<file path="src/size_class_block_allocator_core_macros.svh">
// ----------------------------------------------------------------------------
// size_class_block_allocator_core_macros
// Assertion macros for the size-class block allocator.
// ----------------------------------------------------------------------------
`ifndef SIZE_CLASS_BLOCK_ALLOCATOR_CORE_MACROS_SVH
`define SIZE_CLASS_BLOCK_ALLOCATOR_CORE_MACROS_SVH

// Check that a condition implies a consequence in the same cycle
`define SCBA_ASSERT_IMP(label, clk, rst, cond, cons, msg) \
   label: assert property (@(posedge clk) disable iff (rst) (cond) |-> (cons)) \
      else $error(msg);

// Check that a condition implies a consequence in the next cycle
`define SCBA_ASSERT_NEXT(label, clk, rst, cond, cons, msg) \
   label: assert property (@(posedge clk) disable iff (rst) (cond) |=> (cons)) \
      else $error(msg);

`endif

</file>
<file path="src/scba_pkg.sv">
// ----------------------------------------------------------------------------
// scba_pkg
// Types, constants and the class table shared by the allocator modules.
// ----------------------------------------------------------------------------
package scba_pkg;

   localparam int ChunkBytes  = 16384;
   localparam int MaxChunks   = 64;
   localparam int NumClasses  = 15;
   localparam int MaxSmall    = 512;
   localparam int AddrW       = 20;
   localparam int GranW       = 17;
   localparam int Granules    = 1 << GranW;
   localparam int LinkW       = AddrW + 1;
   localparam int ClassW      = 4;
   localparam int ChunkOffW   = $clog2(ChunkBytes);
   localparam int ChunkCntW   = $clog2(MaxChunks + 1);
   // chunks that fit in the address space
   localparam int SpaceChunks = (1 << AddrW) / ChunkBytes;
   localparam int ChunkLimit  = (MaxChunks < SpaceChunks) ? MaxChunks : SpaceChunks;
   localparam int CountW      = $clog2(ChunkBytes / 8 + 1);

   typedef enum logic [1:0] {
      KIND_ALLOC = 2'd0,
      KIND_FREE  = 2'd1,
      KIND_CLEAR = 2'd2,
      KIND_NONE  = 2'd3
   } kind_type;

   typedef enum logic [1:0] {
      ST_DONE = 2'd0,
      ST_NULL = 2'd1,
      ST_PASS = 2'd2,
      ST_OOM  = 2'd3
   } status_type;

   // commands from controller to datapath
   typedef struct packed {
      logic capture;     // register the request
      logic head_push;   // head <= request address, link <= old head
      logic link_read;   // read link of head granule
      logic head_pop;    // head <= link read data
      logic carve_start; // load carve counters
      logic carve_step;  // write one link, advance
      logic carve_done;  // set head, bump chunk count
      logic clear_all;   // empty every list
      logic respond;     // drive the result strobe
   } cmd_type;

   // status from datapath to controller
   typedef struct packed {
      kind_type   kind;
      logic       size_zero;
      logic       oversize;
      logic       head_valid;
      logic       pool_full;
      logic       carve_last;
   } stat_type;

   function automatic logic [9:0] class_bytes(input logic [ClassW-1:0] c);
      logic [9:0] b;
      case (c)
         4'd0:    b = 10'd8;
         4'd1:    b = 10'd16;
         4'd2:    b = 10'd32;
         4'd3:    b = 10'd64;
         4'd4:    b = 10'd96;
         4'd5:    b = 10'd128;
         4'd6:    b = 10'd160;
         4'd7:    b = 10'd192;
         4'd8:    b = 10'd214;
         4'd9:    b = 10'd256;
         4'd10:   b = 10'd296;
         4'd11:   b = 10'd340;
         4'd12:   b = 10'd396;
         4'd13:   b = 10'd420;
         default: b = 10'd512;
      endcase
      return b;
   endfunction

   // blocks per chunk, worked out at elaboration for each class
   function automatic logic [CountW-1:0] class_count(input logic [ClassW-1:0] c);
      logic [CountW-1:0] n;
      case (c)
         4'd0:    n = CountW'(ChunkBytes / 8);
         4'd1:    n = CountW'(ChunkBytes / 16);
         4'd2:    n = CountW'(ChunkBytes / 32);
         4'd3:    n = CountW'(ChunkBytes / 64);
         4'd4:    n = CountW'(ChunkBytes / 96);
         4'd5:    n = CountW'(ChunkBytes / 128);
         4'd6:    n = CountW'(ChunkBytes / 160);
         4'd7:    n = CountW'(ChunkBytes / 192);
         4'd8:    n = CountW'(ChunkBytes / 214);
         4'd9:    n = CountW'(ChunkBytes / 256);
         4'd10:   n = CountW'(ChunkBytes / 296);
         4'd11:   n = CountW'(ChunkBytes / 340);
         4'd12:   n = CountW'(ChunkBytes / 396);
         4'd13:   n = CountW'(ChunkBytes / 420);
         default: n = CountW'(ChunkBytes / 512);
      endcase
      return n;
   endfunction

   function automatic logic [ClassW-1:0] class_of(input logic [9:0] size);
      logic [ClassW-1:0] c;
      c = ClassW'(NumClasses - 1);
      for (int i = NumClasses - 2; i >= 0; i--) begin
         if (size <= class_bytes(ClassW'(i))) c = ClassW'(i);
      end
      return c;
   endfunction

endpackage

</file>
<file path="src/scba_ctrl.sv">
// ----------------------------------------------------------------------------
// scba_ctrl
// Sequencer for push, pop, carve and clear operations.
// ----------------------------------------------------------------------------
module scba_ctrl
   import scba_pkg::*;
(
   input  logic     clock,
   input  logic     reset,
   input  logic     start,
   output logic     busy,
   input  stat_type stat,
   output cmd_type  cmd
);

   typedef enum logic [5:0] {
      S_IDLE   = 6'b000001,
      S_DEC    = 6'b000010,
      S_POP    = 6'b000100,
      S_CARVE  = 6'b001000,
      S_FIN    = 6'b010000,
      S_WAIT   = 6'b100000
   } state_type;

   state_type state_ff, state_in;

   // choose next state and commands
   always_comb begin
      state_in = state_ff;
      cmd      = '0;
      unique case (state_ff)
         S_IDLE: begin
            if (start) begin
               cmd.capture = 1'b1;
               state_in    = S_DEC;
            end
         end
         S_DEC: begin
            state_in    = S_WAIT;
            cmd.respond = 1'b1;
            if (stat.kind == KIND_CLEAR) begin
               cmd.clear_all = 1'b1;
            end else if (stat.kind == KIND_NONE || stat.size_zero || stat.oversize) begin
               // answer only
            end else if (stat.kind == KIND_FREE) begin
               cmd.head_push = 1'b1;
            end else if (stat.head_valid) begin
               cmd.link_read = 1'b1;
               state_in      = S_POP;
            end else if (!stat.pool_full) begin
               cmd.carve_start = 1'b1;
               cmd.respond     = 1'b0;
               state_in        = S_CARVE;
            end
         end
         S_POP: begin
            cmd.head_pop = 1'b1;
            state_in     = S_IDLE;
         end
         S_CARVE: begin
            cmd.carve_step = 1'b1;
            if (stat.carve_last) state_in = S_FIN;
         end
         S_FIN: begin
            cmd.respond    = 1'b1;
            cmd.carve_done = 1'b1;
            state_in       = S_WAIT;
         end
         S_WAIT: state_in = S_IDLE;
         default: state_in = S_IDLE;
      endcase
   end

   always_ff @(posedge clock) begin
      if (reset) state_ff <= S_IDLE;
      else       state_ff <= state_in;
   end

   assign busy = (state_ff != S_IDLE);

endmodule

</file>
<file path="config.mk">
export PLATFORM = sky130hd
export DESIGN_NAME = scba_ctrl
export DESIGN_NICKNAME = d
export VERILOG_FILES = /design/src/size_class_block_allocator_core_macros.svh /design/src/scba_pkg.sv /design/src/scba_ctrl.sv
export SDC_FILE = /design/constraint.sdc
export NUM_CORES = 1
export LEC_CHECK = 0
export BUFFER_PORTS_ARGS = -buffer_cell sky130_fd_sc_hd__buf_4
export CAP_MARGIN = 20
export CORE_AREA = 5 5 42 44
export DETAILED_ROUTE_END_ITERATION = 10
export DIE_AREA = 0 0 47 49
export GPL_ROUTABILITY_DRIVEN = 0
export PLACE_DENSITY_LB_ADDON = 0.2
export SLEW_MARGIN = 20
export SYNTH_ARGS = -nofsm -noshare
export SYNTH_HDL_FRONTEND = slang
export SYNTH_SLANG_ARGS = --single-unit
</file>
<file path="constraint.sdc">
create_clock -name clock -period 2.1 [get_ports clock]
set_input_delay 0.42 -clock clock [delete_from_list [all_inputs] [get_ports clock]]
set_output_delay 0.42 -clock clock [all_outputs]
set_load 0.02 [all_outputs]
</file>
# Yosys cells after proc, flatten, opt, wreduce, memory -nomap -nowiden
# Index checks and enable logic that the tools add are counted.
dict set report totals {
  ff_bits 6
  in_bits 10
  output_inout_bits 10
}
dict set report op_classes {
  n_mux 33
  n_eq_ne 11
  n_reduce_logical 3
}
# op count
set ops {}
lappend ops {{$mux W6} 7}
lappend ops {{$pmux W6 S4} 1}
lappend ops {{$mux W1} 21}
lappend ops {{$eq A6 B1 Y1 const B} 1}
lappend ops {{$eq A6 B2 Y1 const B} 1}
lappend ops {{$eq A6 B3 Y1 const B} 1}
lappend ops {{$eq A6 B4 Y1 const B} 1}
lappend ops {{$eq A6 B5 Y1 const B} 1}
lappend ops {{$mux W2} 3}
lappend ops {{$ne A6 B1 Y1 const B} 1}
lappend ops {{$eq A2 B2 Y1 const B} 2}
lappend ops {{$ne A2 B2 Y1 const B} 2}
lappend ops {{$eq A2 B1 Y1 const B} 1}
lappend ops {{$logic_or A1 B1 Y1} 2}
lappend ops {{$pmux W1 S2} 1}
lappend ops {{$reduce_and A2 Y1} 1}

# Depth between registers and ports, before layout
# Gate-level depths: netlist (run 1).
dict set report logic_depth {
  depth_word 6
  mapped_depth 3
  ltp_nobuf 3
}

# Worst setup path after synthesis (run 1)
# Ideal clock, no wire load.
dict set report synth_path {
  path_kind {flip-flop to output port}
  start {register state_ff[4]}
  end {output port cmd[1] in the netlist's numbering}
  path_buffers 0
  path_stages_with_launch 4
  arrival_time_ns 1.341
  slack_ns 0.339
  required_time_ns 1.680
  cell_sequence {dfxtp_1 nor3_1 nand2_1 nor3b_1}
}
# element line_no
set synth_rtl {}
lappend synth_rtl {{from (decl)} scba_ctrl.sv:25} ;# state_type state_ff, state_in;
lappend synth_rtl {{from (signal assigned)} scba_ctrl.sv:76} ;# else state_ff <= state_in;
lappend synth_rtl {{to (decl)} scba_ctrl.sv:13} ;# output cmd_type cmd

==> results of run 1 <==
-- how the worst min path moves through the flow --
stage                       end  slack, ns  cells after the start
floorplan           state_ff[5]       0.49                      1
finish              state_ff[5]       0.35                      2
global route        state_ff[1]       0.35                      2
CTS                 state_ff[5]       0.34                      2
detailed placement  state_ff[0]       0.54                      2
global placement    state_ff[0]       0.54                      2
-- metrics by stage --
step / power (uW) / util [%]
finish: 305.9 / 41.52
floorplan: 166.8 / -
global route: 322.4 / 41.52
CTS: 311.1 / 41.52
global placement: 204.5 / 39.91
detailed placement: 205.1 / 39.91
-- kinds of logic (layout without fill, tap and decap cells) --
logic type | count (synthesis) | after routing
and+or+nand+nor | 31 | 31
DFF | 6 | 6
buffers and inverters | 4 | 27
AOI/OAI and AO/OA | 8 | 8
-- cell usage after synthesis --
cell | n | area, sq um
nand4b_1 | 1 | 8.760
o311a_1 | 1 | 10.01
and2_1 | 1 | 6.260
a21oi_1 | 1 | 5.000
nor3_1 | 4 | 20.02
nor4_1 | 1 | 6.260
nor4b_1 | 1 | 8.760
nor3b_1 | 1 | 7.510
o211ai_1 | 1 | 7.510
nor2b_1 | 3 | 18.77
nand2_1 | 3 | 11.26
and4_1 | 1 | 8.760
nand4_1 | 1 | 6.260
nor3b_2 | 1 | 12.51
nor2_1 | 6 | 22.52
dfxtp_1 | 6 | 120.1
o21ai_0 | 2 | 10.01
a21boi_1 | 1 | 7.510
a31oi_1 | 1 | 6.260
o211ai_2 | 1 | 12.51
or4_4 | 1 | 11.26
and3_1 | 5 | 31.28
nor4b_2 | 1 | 15.01
inv_1 | 4 | 15.01
-- placed cells by master, fill, tap and decap left out, drive strengths merged --
cell type,instances
nor2b,3
and4,1
o21ai,2
a21oi,1
or4,1
and3,5
a21boi,1
o311a,1
nand4,1
clkbuf,3
nor3b,2
dfxtp,6
nand4b,1
a31oi,1
inv,4
and2,1
nor4,1
o211ai,2
buf,20
nand2,3
nor4b,2
nor2,6
nor3,4
-- where the power goes --
group          internal [uW]  leakage (uW)  switching (uW)
Clock                   64.5     0.0000138            39.0
Sequential               119     0.0000488            6.53
Combinational           39.6      0.000227            37.4
Total                    223      0.000290            82.9
-- area by class of cell --
class	count	area, sq um
Sequential cell	6	120.1
Inverter	4	15.01
Multi-Input combinational cell	39	254.0
Clock buffer	3	22.52
Timing Repair Buffer	20	150.1
Tap cell	16	20.02
Fill cell	157	819.5
-- routing by layer --
metal | GRT usage, % | part of all wire [%] | vias up
li1 | - | - | 231
met1 | 12.33 | 45 | 207
met2 | 13.35 | 44 | 20
met3 | 2.583 | 8.7 | 2
met4 | 5.530 | 1.5 | 0
met5 | 0 | 0 | -
-- critical path: stages --
cell	delay, ns
buf_4	0.12
or4_4	0.54
nor3_1	0.15
o21ai_0	0.10
buf_4	0.16
==> flow_summary.yaml, run 1 <==
outcome:
  outcome: "complete, no violations"
synth:
  synth_compound_area_share_pct: 15.11
  yosys.area_share.adder_pct: 0
  mappedNetlistArea_sq_um: 389.1
  ys_warn_count: 0
  synth_mux_area_share_pct: 0
  synth_nets: 59
  synth-xor-area-share_pct: 0
  syn_inst: 49
  seq_area_frac_synth_pct: 30.87
  synthSimpleGateAreaFrac_pct: 50.16
  synth_top_family_by_area: "simple AND/OR/NAND/NOR gates"
  postSynthAreaPerCell_sq_um: 7.941
  synth.distinct_cells: 24
  ys_ff_latch: 6
clock_tree:
  postCtsHoldBufs: 0
  cts_resized: 0
  cts_setup_buffers: 0
  cts_tree: "yes"
  cts_root_buf: "clkbuf_4"
  clk_transition_reported_paths_ns: 0.04
  clock-sinks: 6
  clk_latency_ns: 0.24
  cts_max_level: 1
  numCtsBuffers: 3
  clk_path_buf_depth: 2
setup_path:
  cp-start-kind: "primary input"
  reg2reg_slack_ns: 0.83
  crit_arrival_ns: 1.49
  crit_path_end_kind: "primary output"
  rr_endpoint: "state_ff[2]"
  cp-startpoint: "stat[5]"
  required_ns: 1.68
  criticalPathCategory: "in -> out"
  r2r_start: "state_ff[1]"
  critPathMaxFanout: 4
  critPathCapture: "cmd[0]"
  r2r_cells: 3
placed_design:
  placed_cell_area_sq_um: 559.3
  pre_cts_slack_ns: 0.1743
  dp.cells: 85
  port_buffers: 19
  dp_hpwl_um: 865.6
detailed_routing:
  viasPerCell: 5.227
  finalWirelength_um: 1034
  detail-route-antenna-nets: 0
  drtIter0Drc: 9
  first_pass_iters: 2
  vias: 460
  drcViolationCount: 0
  wl_per_cell_um: 11.75
timing:
  max_freq_mhz: 523.0
  rsz0062_at_grt: "no"
  final.setup.worst_slack_ns: 0.1878
  period_needed_ns: 1.912
  setup_tns_ns: 0
  fin_skew_ns: 0.003189
  hold_ws_ns: 0.3497
  fin_crit_sh_pct: 91.06
  final_max_slew_viol_count: 0
  tightest_slew_ns: 0.4052
  setup_viol: 0
  report.final.hold_viol_count: 0
  slew_headroom_pct: 72.74
hold_path:
  hold_path.class: "in -> reg"
  min-delay-start: "reset"
cells_and_area:
  largest-register: "state_ff"
  largest_reg_flops: 6
  diodes: 0
  area_growth_pct: 49.52
  layout.nets: 84
  drive_above_1_share_pct: 37.50
  instances_no_fill: 88
  fin_area_sq_um: 581.8
  reg_top3: "state_ff (6)"
floorplanning:
  fp.dieH_um: 49
  rows: 14
  chipWidth_um: 47
  initial_core_util_pct: 27.77
  dieArea_sq_mm: 0.002303
  ios: 20
  coreArea_sq_mm: 0.001401
global_route:
  grtUsageTotal_pct: 9.443
  grt_pass1_wl_um: 1628
  grt_pass1_vias: 420
  grt_max_degree: 8
  grt_antenna_before_repair: 0
  overflow: 0
pwr:
  leakage_uw: 0.0002899
  p_per_area_mw_per_mm2: 525.7
  irDropWorstVdd_mv: 0.1976
run:
  maxCapViolations: 0
Note: power is estimated with default switching activity, not from simulation.
==> run 2: changes to the inputs <==
--- a/config.mk
+++ b/config.mk
@@ -12,6 +12,7 @@
 export DIE_AREA = 0 0 47 49
 export GPL_ROUTABILITY_DRIVEN = 0
 export PLACE_DENSITY_LB_ADDON = 0.2
+export SETUP_SLACK_MARGIN = 0.02
 export SLEW_MARGIN = 20
 export SYNTH_ARGS = -nofsm -noshare
 export SYNTH_HDL_FRONTEND = slang
==> constraint.sdc (replaced) <==
create_clock -name clock -period 2.1 [get_ports clock]
set_input_delay 0.105 -clock clock [delete_from_list [all_inputs] [get_ports clock]]
set_output_delay 0.105 -clock clock [all_outputs]
set_load 0.02 [all_outputs]
==> run 2 against run 1 <==
Compared with the run above:
- sequential share of layout area increased by 0.27 points
- final area decreased by 1.3%
- flip-flop and latch count unchanged
- setup slack improved by 0.24 ns
- clock power increased by 8%
- combinational power decreased by 4.0%
- count of clock-buffer cells in the layout unchanged
- maximum frequency increased by 14%
- clock skew decreased by 0.0011 ns
- critical path type is now reg -> out
- critical endpoint is now cmd[1]
==> flow_summary.yaml, run 2 (same netlist as run 1, synthesis figures left out) <==
setup_path:
  crit_slowest_cell: "nor3_1"
  cp-startpoint: "state_ff[4]"
  r2r_cells: 3
  cp-start-kind: "flip-flop"
  crit_path_end_kind: "primary output"
  crit_arrival_ns: 1.57
  r2r_start: "state_ff[1]"
  critPathMaxFanout: 5
  critPathBufInv: 1
  cp_cell_sequence: "nor3_1 > nand2_1 > nor3b_1 > buf_4"
  required_ns: 2.00
  criticalPathCategory: "reg -> out"
  rr_endpoint: "state_ff[2]"
  cpPeakStageDelay_ns: 0.45
  reg2reg_slack_ns: 0.85
  cpLargestDelayFamily: "simple AND/OR/NAND/NOR gates"
timing:
  rsz0062_at_grt: "no"
  setup_viol: 0
  fin_skew_ns: 0.002090
  fin_crit_sh_pct: 79.71
  tightest_slew_ns: 0.5036
  period_needed_ns: 1.674
  report.final.hold_viol_count: 0
  final.setup.worst_slack_ns: 0.4260
  max_freq_mhz: 597.4
  final_max_slew_viol_count: 0
  slew_headroom_pct: 66.16
  setup_tns_ns: 0
pwr:
  p_int_uw: 220.4
  combPwrFrac_pct: 23.8
  irDropWorstVdd_mv: 0.1612
  pwr-share-seq_pct: 40.4
  p_per_area_mw_per_mm2: 540.4
  p_switching_uw: 89.98
  p_sw_share_pct: 28.99
  leakage_uw: 0.0002847
  clkPwrFrac_pct: 35.8
global_route:
  overflow: 0
  grt_max_degree: 8
  grt_pass1_wl_um: 1683
  grt_antenna_before_repair: 0
  grt_pass1_vias: 451
  grtUsageTotal_pct: 10.07
cells_and_area:
  diodes: 0
  area_growth_pct: 47.59
  layout_common_cells: "19 x buf_4, 6 x nor2_1, 6 x dfxtp_1"
  drive_above_1_share_pct: 36.62
  largest-register: "state_ff"
  layout_commonest_cell: "buf_4"
  instances_no_fill: 87
  layout.nets: 83
  largest_reg_flops: 6
  reg_top3: "state_ff (6)"
floorplanning:
  initial_core_util_pct: 27.77
  fp.dieH_um: 49
  ios: 20
  chipWidth_um: 47
  coreArea_sq_mm: 0.001401
  rows: 14
  dieArea_sq_mm: 0.002303
detailed_routing:
  viasPerCell: 5.276
  drtIter0Drc: 4
  vias: 459
  drcViolationCount: 0
  detail-route-antenna-nets: 0
  finalWirelength_um: 1099
  wl_per_cell_um: 12.63
  first_pass_iters: 4
clock_tree:
  cts_setup_buffers: 0
  cts_root_buf: "clkbuf_4"
  clock-sinks: 6
  clk_path_buf_depth: 2
  cts_resized: 0
  numCtsBuffers: 3
  cts_max_level: 1
  clk_transition_reported_paths_ns: 0.05
  clk_latency_ns: 0.25
  postCtsHoldBufs: 0
  cts_tree: "yes"
outcome:
  outcome: "complete, no violations"
run:
  maxCapViolations: 0
hold_path:
  min-delay-start: "reset"
  hold_path.class: "in -> reg"
  min_delay_path_depth: 2
  worstHoldEndpoint: "state_ff[5]"
placed_design:
  port_buffers: 19
  pre_cts_slack_ns: 0.6850
  dp.cells: 84
  dp_hpwl_um: 880
## run 2: changes by cell type in the layout (fill, tap and decap cells not counted)
| cell | before | now |
|---|---|---|
| buf_4 | 20 | 19 |
## run 2: power by group through the flow
stage	Clock, uW	Combinational [uW]	Sequential (uW)
after detailed placement	0	74.2	127
after global placement	0	74.0	127
after CTS	114	74.4	125
final	111	73.9	125
after floorplan	0	41.2	126
after global routing	121	80.3	126
## run 2: final cells by class
type | count | area [sq um]
Clock buffer | 3 | 22.52
Fill cell | 161 | 827.0
Tap cell | 16 | 20.02
Timing Repair Buffer | 19 | 142.6
Multi-Input combinational cell | 39 | 254.0
Sequential cell | 6 | 120.1
Inverter | 4 | 15.01
## run 2: routing by layer
layer  track usage (%)  routed length, um  up-vias
li1                  -                  -      227
met4             6.912                 23        0
met2             14.71                489       18
met3             2.583                 70        4
met5                 0                  0        -
met1             12.31                516      210
## run 2: worst register-to-register path, cell delays in order (launching register included)
cell     delay [ns]
dfxtp_1        0.36
nor4b_2        0.33
a31oi_1        0.21
and4_1         0.24
## run 2: worst max-delay path by stage
stage          slack, ns  cells after the start  endpoint
5_1_grt             0.19                      4    cmd[1]
3_5_place_dp        0.69                      4    cmd[1]
4_1_cts             0.41                      4    cmd[1]
2_1_floorplan       0.65                      3    cmd[1]
6_report            0.43                      4    cmd[1]
3_3_place_gp        0.68                      4    cmd[6]
## run 2: metrics by stage
step | utilization (%) | hold WS (ns) | area [sq um] | total power (uW)
final | 40.98 | 0.03012 | 574.3 | 310.4
after global routing | 40.98 | 0.02101 | 574.3 | 327.3
after CTS | 40.98 | 0.02296 | 574.3 | 313.4
after detailed placement | 39.38 | 0.2855 | 551.8 | 201.7
after global placement | 39.38 | 0.2842 | 551.8 | 201.3
after floorplan | - | 0.1741 | 389.1 | 166.8
==> run 3: changes to the inputs <==
--- a/config.mk
+++ b/config.mk
@@ -5,6 +5,7 @@
 export SDC_FILE = /design/constraint.sdc
 export NUM_CORES = 1
 export LEC_CHECK = 0
+export ABC_AREA = 1
 export BUFFER_PORTS_ARGS = -buffer_cell sky130_fd_sc_hd__buf_4
 export CAP_MARGIN = 20
 export CORE_AREA = 5 5 42 44
==> constraint.sdc (replaced) <==
create_clock -name clock -period 1.5 [get_ports clock]
set_input_delay 0.075 -clock clock [delete_from_list [all_inputs] [get_ports clock]]
set_output_delay 0.075 -clock clock [all_outputs]
set_load 0.02 [all_outputs]
==> run 3 against run 2 <==
Compared with the run above:
- clock power increased by 32%
- combinational power increased by 92%
- critical path depth increased by 1
- sequential share of layout area decreased by 0.87 points
- global-route usage increased by 0.91 points
- routed wire length decreased by 3.0%
- core utilization increased by 1.8 points
- sequential power increased by 46%
- flip-flop and latch count unchanged
- worst hold slack improved by 0.0055 ns
==> flow_summary.yaml, run 3 <==
placed_design:
  dp.cells: 103
  port_buffers: 19
  dp_hpwl_um: 907.4
setup_path:
  crit_arrival_ns: 1.29
  cp-startpoint: "state_ff[1]"
  required_ns: 1.42
  r2r_cells: 6
  cp_cell_sequence: "inv_1 > nor2_2 > nand3_2 > nor4_1 > buf_4"
  criticalPathCategory: "reg -> out"
  critPathMaxFanout: 5
  cpPeakStageDelay_ns: 0.36
  crit_path_end_kind: "primary output"
  critPathCapture: "cmd[7]"
  crit_slowest_cell: "dfxtp_1"
  r2r_start: "state_ff[3]"
  reg2reg_slack_ns: 0.47
  cp-start-kind: "flip-flop"
  rr_endpoint: "state_ff[2]"
global_route:
  grt_pass1_vias: 469
  grt_max_degree: 6
  grt_pass1_wl_um: 1759
  grtUsageTotal_pct: 10.98
  overflow: 0
  grt_antenna_before_repair: 0
timing:
  fin_skew_ns: 0.001672
  period_needed_ns: 1.369
  fin_crit_sh_pct: 91.26
  final_max_slew_viol_count: 0
  report.final.hold_viol_count: 0
  slew_headroom_pct: 85.03
  setup_tns_ns: 0
  max_freq_mhz: 730.6
  rsz0062_at_grt: "no"
  tightest_slew_ns: 0.2225
  setup_viol: 0
synth:
  yosysTopAreaCell: "dfxtp_1"
  seq_area_frac_synth_pct: 29.54
  async_flop_share_pct: 0
  mappedNetlistArea_sq_um: 406.6
  synth_area_leaders: "dfxtp_1 30%, inv_1 14%, nand2_1 10%"
  ys_warn_count: 0
  postSynthAreaPerCell_sq_um: 5.980
  synth.distinct_cells: 14
  synth-main-ff-cell: "dfxtp_1"
  synth_edf_count: 0
  synth.most_common_cell: "inv_1"
  synth_nets: 78
  synth_commonest_cells: "15 x inv_1, 11 x nand2_1, 11 x nor2_1, 6 x dfxtp_1, 6 x nand3_1"
  syn_inst: 68
  synth_top_cell_area_share_pct: 29.54
  ys_ff_latch: 6
pwr:
  pwr-share-seq_pct: 38.8
  p_int_uw: 321.6
  p_per_area_mw_per_mm2: 786.0
  combPwrFrac_pct: 30.2
  leakage_uw: 0.0003369
  p_switching_uw: 149.5
  clkPwrFrac_pct: 31.0
  irDropWorstVdd_mv: 0.3069
  p_sw_share_pct: 31.73
detailed_routing:
  detail-route-antenna-nets: 0
  finalWirelength_um: 1066
  viasPerCell: 4.594
  drtIter0Drc: 4
  wl_per_cell_um: 10.06
  first_pass_iters: 3
  vias: 487
  drcViolationCount: 0
clock_tree:
  numCtsBuffers: 3
  clk_transition_reported_paths_ns: 0.04
  cts_tree: "yes"
  cts_root_buf: "clkbuf_4"
  clk_latency_ns: 0.24
  clk_path_buf_depth: 2
  cts_setup_buffers: 0
  clock-sinks: 6
  cts_max_level: 1
cells_and_area:
  fin_util_pct: 42.77
  largest-register: "state_ff"
  area_growth_pct: 47.38
  layout.nets: 102
  diodes: 0
  layout_commonest_cell: "buf_4"
  reg_top3: "state_ff (6)"
  drive_above_1_share_pct: 33.33
  layout_common_cells: "19 x buf_4, 15 x inv_1, 11 x nand2_1"
  largest_reg_flops: 6
  instances_no_fill: 106
floorplanning:
  dieArea_sq_mm: 0.002303
  initial_core_util_pct: 29.02
  rows: 14
  coreArea_sq_mm: 0.001401
  ios: 20
  chipWidth_um: 47
  fp.dieH_um: 49
outcome:
  outcome: "complete, no violations"
hold_path:
  hold_path.class: "in -> reg"
  min_delay_path_depth: 2
run:
  maxCapViolations: 0
-- run 3: cell types whose count changed after synthesis, moves of 5 or more --
cell / before / now
and3_1: 5 / 0
nor2_1: 6 / 11
nand2_1: 3 / 11
nand3_1: 0 / 6
inv_1: 4 / 15
-- run 3: per-stage QoR --
stage / hold WS, ns / total power, uW / instance area (sq um) / worst slack (ns)
global placement: 0.2866 / 324.0 / 569.3 / 0.3704
finish: 0.03566 / 471.1 / 599.3 / 0.1312
global route: 0.02425 / 508.6 / 599.3 / 0.02281
floorplan: 0.1441 / 266.8 / 406.6 / 0.1819
CTS: 0.02749 / 475.0 / 591.8 / 0.09774
detailed placement: 0.2846 / 324.4 / 569.3 / 0.3709
-- run 3: worst min path at each step --
stage	startpoint	end	slack (ns)
floorplan	reset	state_ff[3]	0.14
global placement	reset	state_ff[5]	0.29
detailed placement	reset	state_ff[3]	0.28
CTS	reset	state_ff[3]	0.03
global route	reset	state_ff[5]	0.02
finish	reset	state_ff[3]	0.04
-- run 3: layout make-up --
cell class | instances | area [sq um]
Fill cell | 150 | 802.0
Inverter | 16 | 60.06
Tap cell | 16 | 20.02
Timing Repair Buffer | 19 | 142.6
Clock buffer | 3 | 22.52
Sequential cell | 6 | 120.1
Multi-Input combinational cell | 46 | 234.0
-- run 3: critical path, delay by kind of cell (launching register included) --
| family | cells | cell delay [ns] |
|---|---|---|
| and+or+nand+nor | 3 | 0.44 |
| DFF | 1 | 0.36 |
| buffers and inverters | 2 | 0.25 |
-- run 3: kinds of logic (layout without fill, tap and decap cells) --
group                  count (synthesis)  after routing  share of synthesized area [%]
AOI/OAI and AO/OA                      4              4                          4.923
DFF                                    6              6                          29.54
and+or+nand+nor                       42             42                          50.77
buffers and inverters                 16             38                          14.77
-- run 3: power groups by stage --
| stage | combinational, uW | sequential, uW | clock [uW] |
|---|---|---|---|
| after floorplan | 85.4 | 181 | 0 |
| after global placement | 141 | 183 | 0 |
| after detailed placement | 141 | 184 | 0 |
| after CTS | 142 | 181 | 152 |
| after global routing | 161 | 184 | 163 |
| final | 142 | 183 | 146 |
-- run 3: timing repair --
action / CTS / global route
endpoints found under the setup margin: 0 / 2
gates resized for setup: 0 / 2
hold buffers: 0 / 0
-- run 3: per-layer routing --
layer  vias up  global-route usage, %  part of all wire (%)
met5         -                      0                     0
met4         0                  11.06                   1.8
met3         2                  2.952                   6.8
met2        16                  17.42                    51
met1       208                  10.31                    40
li1        261                      -                     -
